**src/rtl/rrt_ram.sv**
```systemverilog
// ============================================================================
// rrt_ram - generic single-port-write, single-port-read RAM
// One write and one read per cycle; read data is registered.
// ============================================================================
module rrt_ram #(
    parameter int WIDTH = 8,
    parameter int DEPTH = 16
) (
    input  logic                                       clk,
    input  logic                                       we,
    input  logic [((DEPTH > 1) ? $clog2(DEPTH) : 1)-1:0] waddr,
    input  logic [WIDTH-1:0]                           wdata,
    input  logic [((DEPTH > 1) ? $clog2(DEPTH) : 1)-1:0] raddr,
    output logic [WIDTH-1:0]                           rdata
);

    logic [WIDTH-1:0] mem_reg [DEPTH];
    logic [WIDTH-1:0] rdata_reg;

    // Storage and registered read
    always_ff @(posedge clk)
    begin
        if (we)
        begin
            mem_reg[waddr] <= wdata;
        end
        rdata_reg <= mem_reg[raddr];
    end

    assign rdata = rdata_reg;

endmodule

```
**config.mk**
```make
export PLATFORM = sky130hd
export DESIGN_NAME = rrt_ram
export DESIGN_NICKNAME = d
export VERILOG_FILES = /design/src/rtl/rrt_ram.sv
export SDC_FILE = /design/constraint.sdc
export NUM_CORES = 1
export LEC_CHECK = 0
export BUFFER_PORTS_ARGS = -buffer_cell sky130_fd_sc_hd__buf_2
export CORE_UTILIZATION = 45
export CTS_CLUSTER_DIAMETER = 200
export DETAILED_ROUTE_END_ITERATION = 8
export PLACE_DENSITY_LB_ADDON = 0.2
export SYNTH_ARGS = -nofsm -noshare
export SYNTH_HDL_FRONTEND = slang
export SYNTH_SLANG_ARGS = --single-unit
```
**constraint.sdc**
```tcl
create_clock -name clk -period 1.8 [get_ports clk]
set_input_delay 0.09 -clock clk [delete_from_list [all_inputs] [get_ports clk]]
set_output_delay 0.09 -clock clk [all_outputs]
set_load 0.03 [all_outputs]
```
==> results.py, run 1 <==
metrics = {
    "status": {
        "status": "complete, no violations",
    },
    "layout": {
        "finalNetCount": 302,
        "largest_reg_flops": 128,
        "antenna_cells_inserted": 0,
        "fill_cells": 825,
        "synthToLayoutAreaGrowth_pct": 19.9,
        "most_used_cells_in_the_layout_excluding_fill_and_tap_cells": "sky130_fd_sc_hd__edfxtp_1 (128), sky130_fd_sc_hd__buf_2 (25), sky130_fd_sc_hd__mux4_2 (18), sky130_fd_sc_hd__buf_4 (18), sky130_fd_sc_hd__clkbuf_16 (17)",
        "layout.cells.most_common": "sky130_fd_sc_hd__edfxtp_1",
        "stdcell_area_um2": 6170,
        "share_of_layout_cells_above_drive_strength_1": 0.313,
    },
    "worst_setup_path": {
        "critPathSlowestCell": "sky130_fd_sc_hd__mux4_2",
        "startpoint_type": "flip-flop",
        "cp_data_arrival_time_ns": 1.66,
        "rr_worst_depth": 3,
        "cp_num_cells": 3,
        "critPathMaxFanout": 1,
        "worst_path_largest_cell_delay_ns": 0.47,
        "critPathTopFamily": "multiplexers",
        "timing.critical_path.to_type": "flip-flop",
        "launch_point_of_the_worst_reg_to_reg_path": "mem_reg[0][6]",
        "critical_path.cell_chain": "mux4_2, a22oi_1, nand2_1",
        "r2r_setup_slack_ns": 0.42,
        "required_ns": 2.07,
        "critPathBufInv": 0,
        "path_class": "reg -> reg",
        "critical_path.reg2reg.endpoint": "rdata[6]",
    },
    "power": {
        "power.sequential.fraction": 0.477,
        "power.switching_mw": 1.46,
        "power.share.switching": 0.196,
        "internal_power_mw": 6.01,
        "power.density_cell_area_nw_per_um2": 1210,
        "vdd_ir_drop_max_mv": 0.619,
        "share_clk_of_total_power": 0.473,
        "comb_power_share": 0.050,
        "total_leakage_power_nw": 2.11,
    },
    "hold_path": {
        "min_path_type": "in -> reg",
        "min_delay_path_depth": 1,
        "worstHoldStart": "wdata[7]",
        "end_of_the_worst_hold_path": "mem_reg[13][7]",
    },
    "sta": {
        "fin_worst_skew_ns": 0.0145,
        "slew-limit-headroom": 0.558,
        "timing.final.crit_share": 0.768,
        "timing.final.hold_violations": 0,
        "post-route-min-period_ns": 1.38,
        "drv_slew": 0,
        "report.final.setup_viol": 0,
        "rsz0062_at_grt": "no",
        "actual_slew_at_the_worst_max_slew_pin_ns": 0.661,
        "achievable-frequency_mhz": 723,
        "final.setup.tns_ns": 0,
    },
    "floorplan": {
        "design.die.area_um2": 11900,
        "core_um2": 11000,
        "rows": 38,
        "dieHeight_um": 109,
        "design.portCount": 26,
        "chipWidth_um": 109,
        "starting_density_of_the_core": 0.469,
    },
    "global_route": {
        "largest_net_degree_at_the_start_of_global_routing": 19,
        "grt_remaining_overflow": 0,
        "vias_in_the_first_global_route": 2489,
        "first_pass_grt_wire_length_mm": 15.1,
        "groute.usage.overall": 0.189,
        "grt_antenna_before_repair": 0,
    },
    "clocking": {
        "post_cts_hold_buffer_count": 0,
        "number_of_buffers_on_the_longest_clock_path": 2,
        "path_clk_slew_ns": 0.06,
        "post_cts_setup_driven_buffer_insertion_count": 0,
        "cts_buffers": 17,
        "cts_tree": "built",
        "clkSinkCount": 136,
        "cts_root_buffer": "sky130_fd_sc_hd__clkbuf_16",
        "clk-insertion-delay-late_ns": 0.41,
        "cts.htree.levels": 4,
        "cts_repair_resize_count": 0,
    },
    "yosys": {
        "synth.yosys.seq_area_share": 0.778,
        "netlist_instances": 229,
        "number_of_nets_in_the_synthesized_netlist": 247,
        "synth_edf_count": 128,
        "async_reset_ff_frac": 0,
        "syn_warnings": 0,
        "synthFlopType": "sky130_fd_sc_hd__edfxtp_1",
        "synth.ff_latch_count": 136,
        "synth.cell_area_um2": 5150,
        "synth_cell_types": 19,
        "post_synth.cell_area_avg_um2": 22.5,
    },
    "drt": {
        "first_iter_violations": 145,
        "count_of_nets_left_with_antenna_violations_after_detail_routing": 0,
        "post_drt_via_cell_ratio": 5.61,
        "routed_wirelength_mm": 9.99,
        "drt_drc_violations_left": 0,
        "post_drt_wl_per_cell_um": 22.9,
        "vias": 2451,
        "dr.pass1.iters": 4,
    },
    "job": {
        "drv_cap": 0,
    },
    "placement": {
        "dpl-instance-area_um2": 5560,
        "detailed_place_hpwl_mm": 6.52,
        "io_buffer_count": 25,
        "gpl.final_weighted_congestion": 0.740,
    },
}
[kinds of logic after synthesis]
family / count (synthesis) / share of synthesized area
AO/OA/AOI/OAI: 16 / 0.0233
AND/OR/NAND/NOR: 35 / 0.0318
buffers and inverters: 10 / 0.0168
flip-flops: 136 / 0.778
multiplexers: 32 / 0.150
[layout make-up]
cell class	instances	area, µm²	share of cell area
sequential	136	4000	0.649
tap	140	175	0.0284
multi-input combinational	83	1060	0.171
clock inverter	12	176	0.0286
timing repair buffer	46	320	0.0519
clock buffer	20	437	0.0708
[cells in the mapped netlist (2+ instances only)]
| cell type | count | area, µm² |
|---|---|---|
| sky130_fd_sc_hd__buf_6 | 3 | 33.8 |
| sky130_fd_sc_hd__buf_2 | 3 | 15.0 |
| sky130_fd_sc_hd__nor2_1 | 13 | 48.8 |
| sky130_fd_sc_hd__nand2_1 | 9 | 33.8 |
| sky130_fd_sc_hd__mux4_2 | 18 | 405 |
| sky130_fd_sc_hd__nor3_1 | 4 | 20.0 |
| sky130_fd_sc_hd__dfxtp_1 | 8 | 160 |
| sky130_fd_sc_hd__a22oi_1 | 16 | 120 |
| sky130_fd_sc_hd__nand2b_1 | 2 | 12.5 |
| sky130_fd_sc_hd__edfxtp_1 | 128 | 3840 |
| sky130_fd_sc_hd__clkdlybuf4s25_2 | 3 | 30.0 |
| sky130_fd_sc_hd__nand3b_1 | 2 | 15.0 |
| sky130_fd_sc_hd__mux4_1 | 14 | 368 |
[power groups by stage]
stage	registers, mW	clock network, mW	logic [mW]
after floorplan	3.66	0	0.180
after global placement	3.63	0	0.377
after detailed placement	3.63	0	0.381
after CTS	3.56	3.59	0.382
after global routing	3.57	3.75	0.405
final	3.56	3.53	0.375
[layer usage]
metal,wire length (µm),track usage
met5,0,0
met4,83,0.0869
met3,545,0.0359
met2,4920,0.287
met1,4440,0.266
[metrics by stage]
stage,hold slack [ns],power [mW],utilization,worst slack (ns),std cells
after floorplan,0.189,3.84,-,0.217,229
after global placement,0.482,4.00,0.506,0.230,405
after detailed placement,0.495,4.01,0.506,0.266,405
after CTS,0.0659,7.54,0.562,0.431,437
after global routing,0.0749,7.72,0.562,0.363,437
final,0.0747,7.47,0.562,0.417,437
[worst max path at each step]
stage,from,end,slack (ns)
floorplan,waddr[2],mem_reg[0][0],0.22
global placement,raddr[0],rdata[1],0.23
detailed placement,raddr[0],rdata[1],0.27
CTS,mem_reg[9][1],rdata[1],0.43
global route,mem_reg[2][5],rdata[5],0.36
finish,mem_reg[0][6],rdata[6],0.42
No activity file was read; power rests on OpenSTA's default activity.
==> run 2, diff against run 1 <==
==> constraint.sdc (replaced) <==
create_clock -name clk -period 1.21 [get_ports clk]
set_input_delay 0.0605 -clock clk [delete_from_list [all_inputs] [get_ports clk]]
set_output_delay 0.0605 -clock clk [all_outputs]
set_load 0.03 [all_outputs]
==> results.py, run 2 (synthesized netlist as in run 1, its figures left out) <==
metrics = {
    "drt": {
        "first_iter_violations": 175,
        "count_of_nets_left_with_antenna_violations_after_detail_routing": 0,
        "dr.pass1.iters": 4,
        "post_drt_via_cell_ratio": 5.59,
        "routed_wirelength_mm": 10.6,
        "post_drt_wl_per_cell_um": 23.8,
        "vias": 2480,
        "drt_drc_violations_left": 0,
    },
    "layout": {
        "stdcell_area_um2": 6210,
        "seqCellArea_um2": 4000,
        "synthToLayoutAreaGrowth_pct": 20.7,
        "most_used_cells_in_the_layout_excluding_fill_and_tap_cells": "sky130_fd_sc_hd__edfxtp_1 (128), sky130_fd_sc_hd__mux4_2 (30), sky130_fd_sc_hd__buf_4 (26)",
        "antenna_cells_inserted": 0,
        "layout.cells.most_common": "sky130_fd_sc_hd__edfxtp_1",
        "finalNetCount": 309,
        "largest_reg_flops": 128,
        "fill_cells": 822,
        "area_of_the_multi_input_gates_um2": 1070,
        "share_of_layout_cells_above_drive_strength_1": 0.421,
    },
    "sta": {
        "post-route-min-period_ns": 1.27,
        "report.final.setup_viol": 8,
        "final.setup.tns_ns": -0.262,
        "achievable-frequency_mhz": 788,
        "timing.final.hold_violations": 0,
        "slew-limit-headroom": 0.351,
        "final.setup.worst_slack_ns": -0.0594,
        "actual_slew_at_the_worst_max_slew_pin_ns": 0.972,
        "timing.final.crit_share": 1.05,
        "rsz0062_at_grt": "yes",
        "drv_slew": 0,
        "fin_worst_skew_ns": 0.00497,
    },
    "clocking": {
        "cts_buffers": 17,
        "post_cts_hold_buffer_count": 0,
        "number_of_buffers_on_the_longest_clock_path": 2,
        "path_clk_slew_ns": 0.06,
        "cts.htree.levels": 4,
        "clk-insertion-delay-late_ns": 0.41,
        "post_cts_setup_driven_buffer_insertion_count": 0,
        "cts_root_buffer": "sky130_fd_sc_hd__clkbuf_16",
        "clkSinkCount": 136,
        "cts_tree": "built",
    },
    "placement": {
        "io_buffer_count": 25,
        "dpl-instance-area_um2": 5610,
        "gpl.final_weighted_congestion": 0.694,
        "detailed_place_hpwl_mm": 6.68,
        "dp_slack_ns": -0.240,
    },
    "worst_setup_path": {
        "r2r_setup_slack_ns": -0.06,
        "path_class": "reg -> reg",
        "timing.critical_path.to_type": "flip-flop",
        "startpoint_type": "flip-flop",
        "critPathMaxFanout": 1,
        "launch_point_of_the_worst_reg_to_reg_path": "mem_reg[3][6]",
        "critical_path.reg2reg.endpoint": "rdata[6]",
        "required_ns": 1.50,
        "cp_data_arrival_time_ns": 1.55,
        "rr_worst_depth": 3,
    },
    "hold_path": {
        "min_delay_path_depth": 1,
        "end_of_the_worst_hold_path": "mem_reg[8][4]",
        "worstHoldStart": "wdata[4]",
        "min_path_type": "in -> reg",
    },
    "floorplan": {
        "chipWidth_um": 109,
        "starting_density_of_the_core": 0.469,
        "dieHeight_um": 109,
        "design.die.area_um2": 11900,
        "rows": 38,
        "core_um2": 11000,
        "design.portCount": 26,
    },
    "status": {
        "violated_checks": "negative setup slack",
        "status": "finished with violations",
    },
    "global_route": {
        "first_pass_grt_wire_length_mm": 16.4,
        "largest_net_degree_at_the_start_of_global_routing": 17,
        "groute.usage.overall": 0.205,
        "vias_in_the_first_global_route": 2679,
        "grt_remaining_overflow": 0,
        "grt_antenna_before_repair": 0,
    },
    "power": {
        "power.density_cell_area_nw_per_um2": 1780,
        "total_leakage_power_nw": 2.10,
        "vdd_ir_drop_max_mv": 1.09,
        "power_mw": 11.1,
    },
    "job": {
        "drv_cap": 0,
    },
}
[run 2: routing by layer]
metal	vias to the layer above	wire length [µm]	track usage
met3	16	616	0.0556
met2	82	5200	0.320
met1	1295	4560	0.278
met4	0	194	0.0734
li1	1087	-	-
met5	-	0	0
[run 2: power by group]
group / internal (mW) / switching (mW) / total [mW]
Combinational: 0.241 / 0.361 / 0.602
Clock: 3.25 / 1.93 / 5.18
Sequential: 5.27 / 0.0285 / 5.30
Total: 8.75 / 2.32 / 11.1
[run 2: final cells by class]
cell class | instances | area share
Sequential cell | 136 | 0.644
Clock inverter | 15 | 0.0286
Multi-Input combinational cell | 83 | 0.173
Clock buffer | 17 | 0.0685
Timing Repair Buffer | 53 | 0.0580
Tap cell | 140 | 0.0282
[run 2: metrics by stage]
| stage | hold WS [ns] | utilization | cells |
|---|---|---|---|
| global placement | 0.455 | 0.511 | 412 |
| finish | 0.0392 | 0.566 | 444 |
| detailed placement | 0.467 | 0.511 | 412 |
| CTS | 0.0302 | 0.564 | 444 |
| floorplan | 0.159 | - | 229 |
| global route | 0.0410 | 0.566 | 444 |
[run 2: worst max path at each step]
stage | start | end | slack, ns | depth (start not counted)
finish | mem_reg[3][6] | rdata[6] | -0.06 | 3
global route | mem_reg[7][7] | rdata[7] | -0.1 | 3
CTS | mem_reg[3][6] | rdata[6] | -0.08 | 3
detailed placement | raddr[0] | rdata[1] | -0.24 | 5
global placement | raddr[0] | rdata[1] | -0.26 | 5
floorplan | waddr[2] | mem_reg[3][0] | -0.12 | 2
[run 2: critical path, cell delays in order (launching register included)]
cell and delay [ns]:
sky130_fd_sc_hd__edfxtp_1 0.36, sky130_fd_sc_hd__mux4_2 0.52, sky130_fd_sc_hd__a22oi_2 0.17, sky130_fd_sc_hd__nand2_1 0.10
[run 2: repair_timing]
item,in CTS,in global routing
endpoints found under the hold margin,0,0
endpoints found under the setup margin,8,8
resized for setup,17,4
gates cloned,0,0
pin swaps,8,2
==> run 3, diff against run 2 <==
--- a/config.mk
+++ b/config.mk
@@ -9,7 +9,7 @@
 export CORE_UTILIZATION = 45
 export CTS_CLUSTER_DIAMETER = 200
 export DETAILED_ROUTE_END_ITERATION = 8
-export PLACE_DENSITY_LB_ADDON = 0.2
+export PLACE_DENSITY_LB_ADDON = 0.08
 export SYNTH_ARGS = -nofsm -noshare
 export SYNTH_HDL_FRONTEND = slang
 export SYNTH_SLANG_ARGS = --single-unit
==> results.py, run 3 (synthesized netlist as in run 1, its figures left out) <==
metrics = {
    "sta": {
        "drv_slew": 0,
        "achievable-frequency_mhz": 792,
        "actual_slew_at_the_worst_max_slew_pin_ns": 0.873,
        "post-route-min-period_ns": 1.26,
        "slew-limit-headroom": 0.416,
        "final.setup.worst_slack_ns": -0.0522,
        "report.final.setup_viol": 8,
        "fin_worst_skew_ns": 0.00974,
        "timing.final.crit_share": 1.04,
        "final.setup.tns_ns": -0.162,
        "minimum_hold_slack_ns": 0.0285,
        "timing.final.hold_violations": 0,
        "rsz0062_at_grt": "yes",
    },
    "power": {
        "power.density_cell_area_nw_per_um2": 1770,
        "vdd_ir_drop_max_mv": 0.886,
        "total_leakage_power_nw": 2.14,
    },
    "status": {
        "status": "finished with violations",
        "violated_checks": "negative setup slack",
    },
    "clocking": {
        "number_of_buffers_on_the_longest_clock_path": 2,
        "path_clk_slew_ns": 0.06,
        "clkSinkCount": 136,
        "cts_tree": "built",
        "clk-insertion-delay-late_ns": 0.41,
        "post_cts_hold_buffer_count": 0,
        "cts_buffers": 17,
        "cts_root_buffer": "sky130_fd_sc_hd__clkbuf_16",
        "post_cts_setup_driven_buffer_insertion_count": 0,
        "cts.htree.levels": 4,
    },
    "layout": {
        "antenna_cells_inserted": 0,
        "fin_util": 0.575,
        "area_of_the_multi_input_gates_um2": 1070,
        "most_used_cells_in_the_layout_excluding_fill_and_tap_cells": "sky130_fd_sc_hd__edfxtp_1 (128), sky130_fd_sc_hd__buf_4 (32), sky130_fd_sc_hd__mux4_2 (31)",
        "fill_cells": 817,
        "layout.cells.most_common": "sky130_fd_sc_hd__edfxtp_1",
        "finish.cell_count_without_fillers": 451,
        "synthToLayoutAreaGrowth_pct": 22.7,
        "share_of_layout_cells_above_drive_strength_1": 0.441,
        "seqCellArea_um2": 4000,
        "largest_reg_flops": 128,
        "finalNetCount": 317,
    },
    "hold_path": {
        "worstHoldStart": "wdata[4]",
        "min_path_type": "in -> reg",
    },
    "placement": {
        "dpl.cell_count": 420,
        "detailed_place_hpwl_mm": 6.24,
        "gpl.final_weighted_congestion": 0.710,
        "io_buffer_count": 25,
        "dp_slack_ns": -0.304,
    },
    "global_route": {
        "grt_remaining_overflow": 0,
        "grt_antenna_before_repair": 0,
        "groute.usage.overall": 0.182,
        "largest_net_degree_at_the_start_of_global_routing": 17,
        "vias_in_the_first_global_route": 2457,
        "first_pass_grt_wire_length_mm": 14.6,
    },
    "worst_setup_path": {
        "startpoint": "mem_reg[0][1]",
        "launch_point_of_the_worst_reg_to_reg_path": "mem_reg[0][1]",
        "cp_data_arrival_time_ns": 1.56,
        "critPathBufInv": 0,
        "critical_path.cell_chain": "mux4_2, a22oi_2, nand2_1",
        "critPathSlowestCell": "sky130_fd_sc_hd__mux4_2",
        "startpoint_type": "flip-flop",
        "required_ns": 1.50,
        "critPathTopFamily": "multiplexers",
        "worst_path_largest_cell_delay_ns": 0.47,
        "path_class": "reg -> reg",
        "timing.critical_path.to_type": "flip-flop",
        "critPathMaxFanout": 1,
    },
    "drt": {
        "drt_drc_violations_left": 0,
        "first_iter_violations": 134,
        "vias": 2426,
        "post_drt_wl_per_cell_um": 20.9,
        "routed_wirelength_mm": 9.41,
        "dr.pass1.iters": 4,
        "count_of_nets_left_with_antenna_violations_after_detail_routing": 0,
        "post_drt_via_cell_ratio": 5.38,
    },
    "floorplan": {
        "design.portCount": 26,
        "dieHeight_um": 109,
        "design.die.area_um2": 11900,
        "chipWidth_um": 109,
        "starting_density_of_the_core": 0.469,
        "rows": 38,
        "core_um2": 11000,
    },
    "job": {
        "drv_cap": 0,
    },
}
## run 3: per-layer routing
metal / GRT usage / vias up / wire (µm)
met5: 0 / - / 0
met4: 0.0792 / 0 / 156
met3: 0.0436 / 12 / 517
met2: 0.270 / 69 / 4370
met1: 0.258 / 1239 / 4370
li1: - / 1106 / -
## run 3: timing repair
| action | 4_1_cts | 5_1_grt |
|---|---|---|
| gates resized for setup | 21 | 2 |
| endpoints found under the setup margin | 8 | 8 |
| gates cloned | 0 | 0 |
| pin swaps | 14 | 0 |
## run 3: power breakdown
part           total (mW)  leakage, nW  internal, mW  switching, mW
logic               0.604        0.627         0.257          0.347
clock network        5.27        0.293          3.37           1.90
registers            5.30         1.22          5.27         0.0297
total                11.2         2.14          8.90           2.28
## run 3: final timing paths
kind	slack (ns)	to	cells past startpoint
worst max-delay path	-0.05	rdata[1]	3
worst min register to register	0.68	rdata[5]	3
worst min-delay path	0.03	mem_reg[5][4]	1
worst max register to register	-0.05	rdata[1]	3
## run 3: through the flow
stage	cell area, µm²	total power, mW
detailed placement	5700	5.98
finish	6320	11.2
CTS	6310	11.3
global route	6320	11.5
floorplan	5160	5.72
global placement	5700	5.97
## run 3: worst reg2reg max path, cell delays in order (launching register included)
cell	delay, ns
sky130_fd_sc_hd__edfxtp_1	0.38
sky130_fd_sc_hd__mux4_2	0.47
sky130_fd_sc_hd__a22oi_2	0.23
sky130_fd_sc_hd__nand2_1	0.07
## run 3: cell type report
cell class,instances,area share
clock inverter,12,0.0261
timing repair buffer,61,0.0705
tap,140,0.0277
clock buffer,19,0.0717
multi-input combinational,83,0.170
sequential,136,0.634
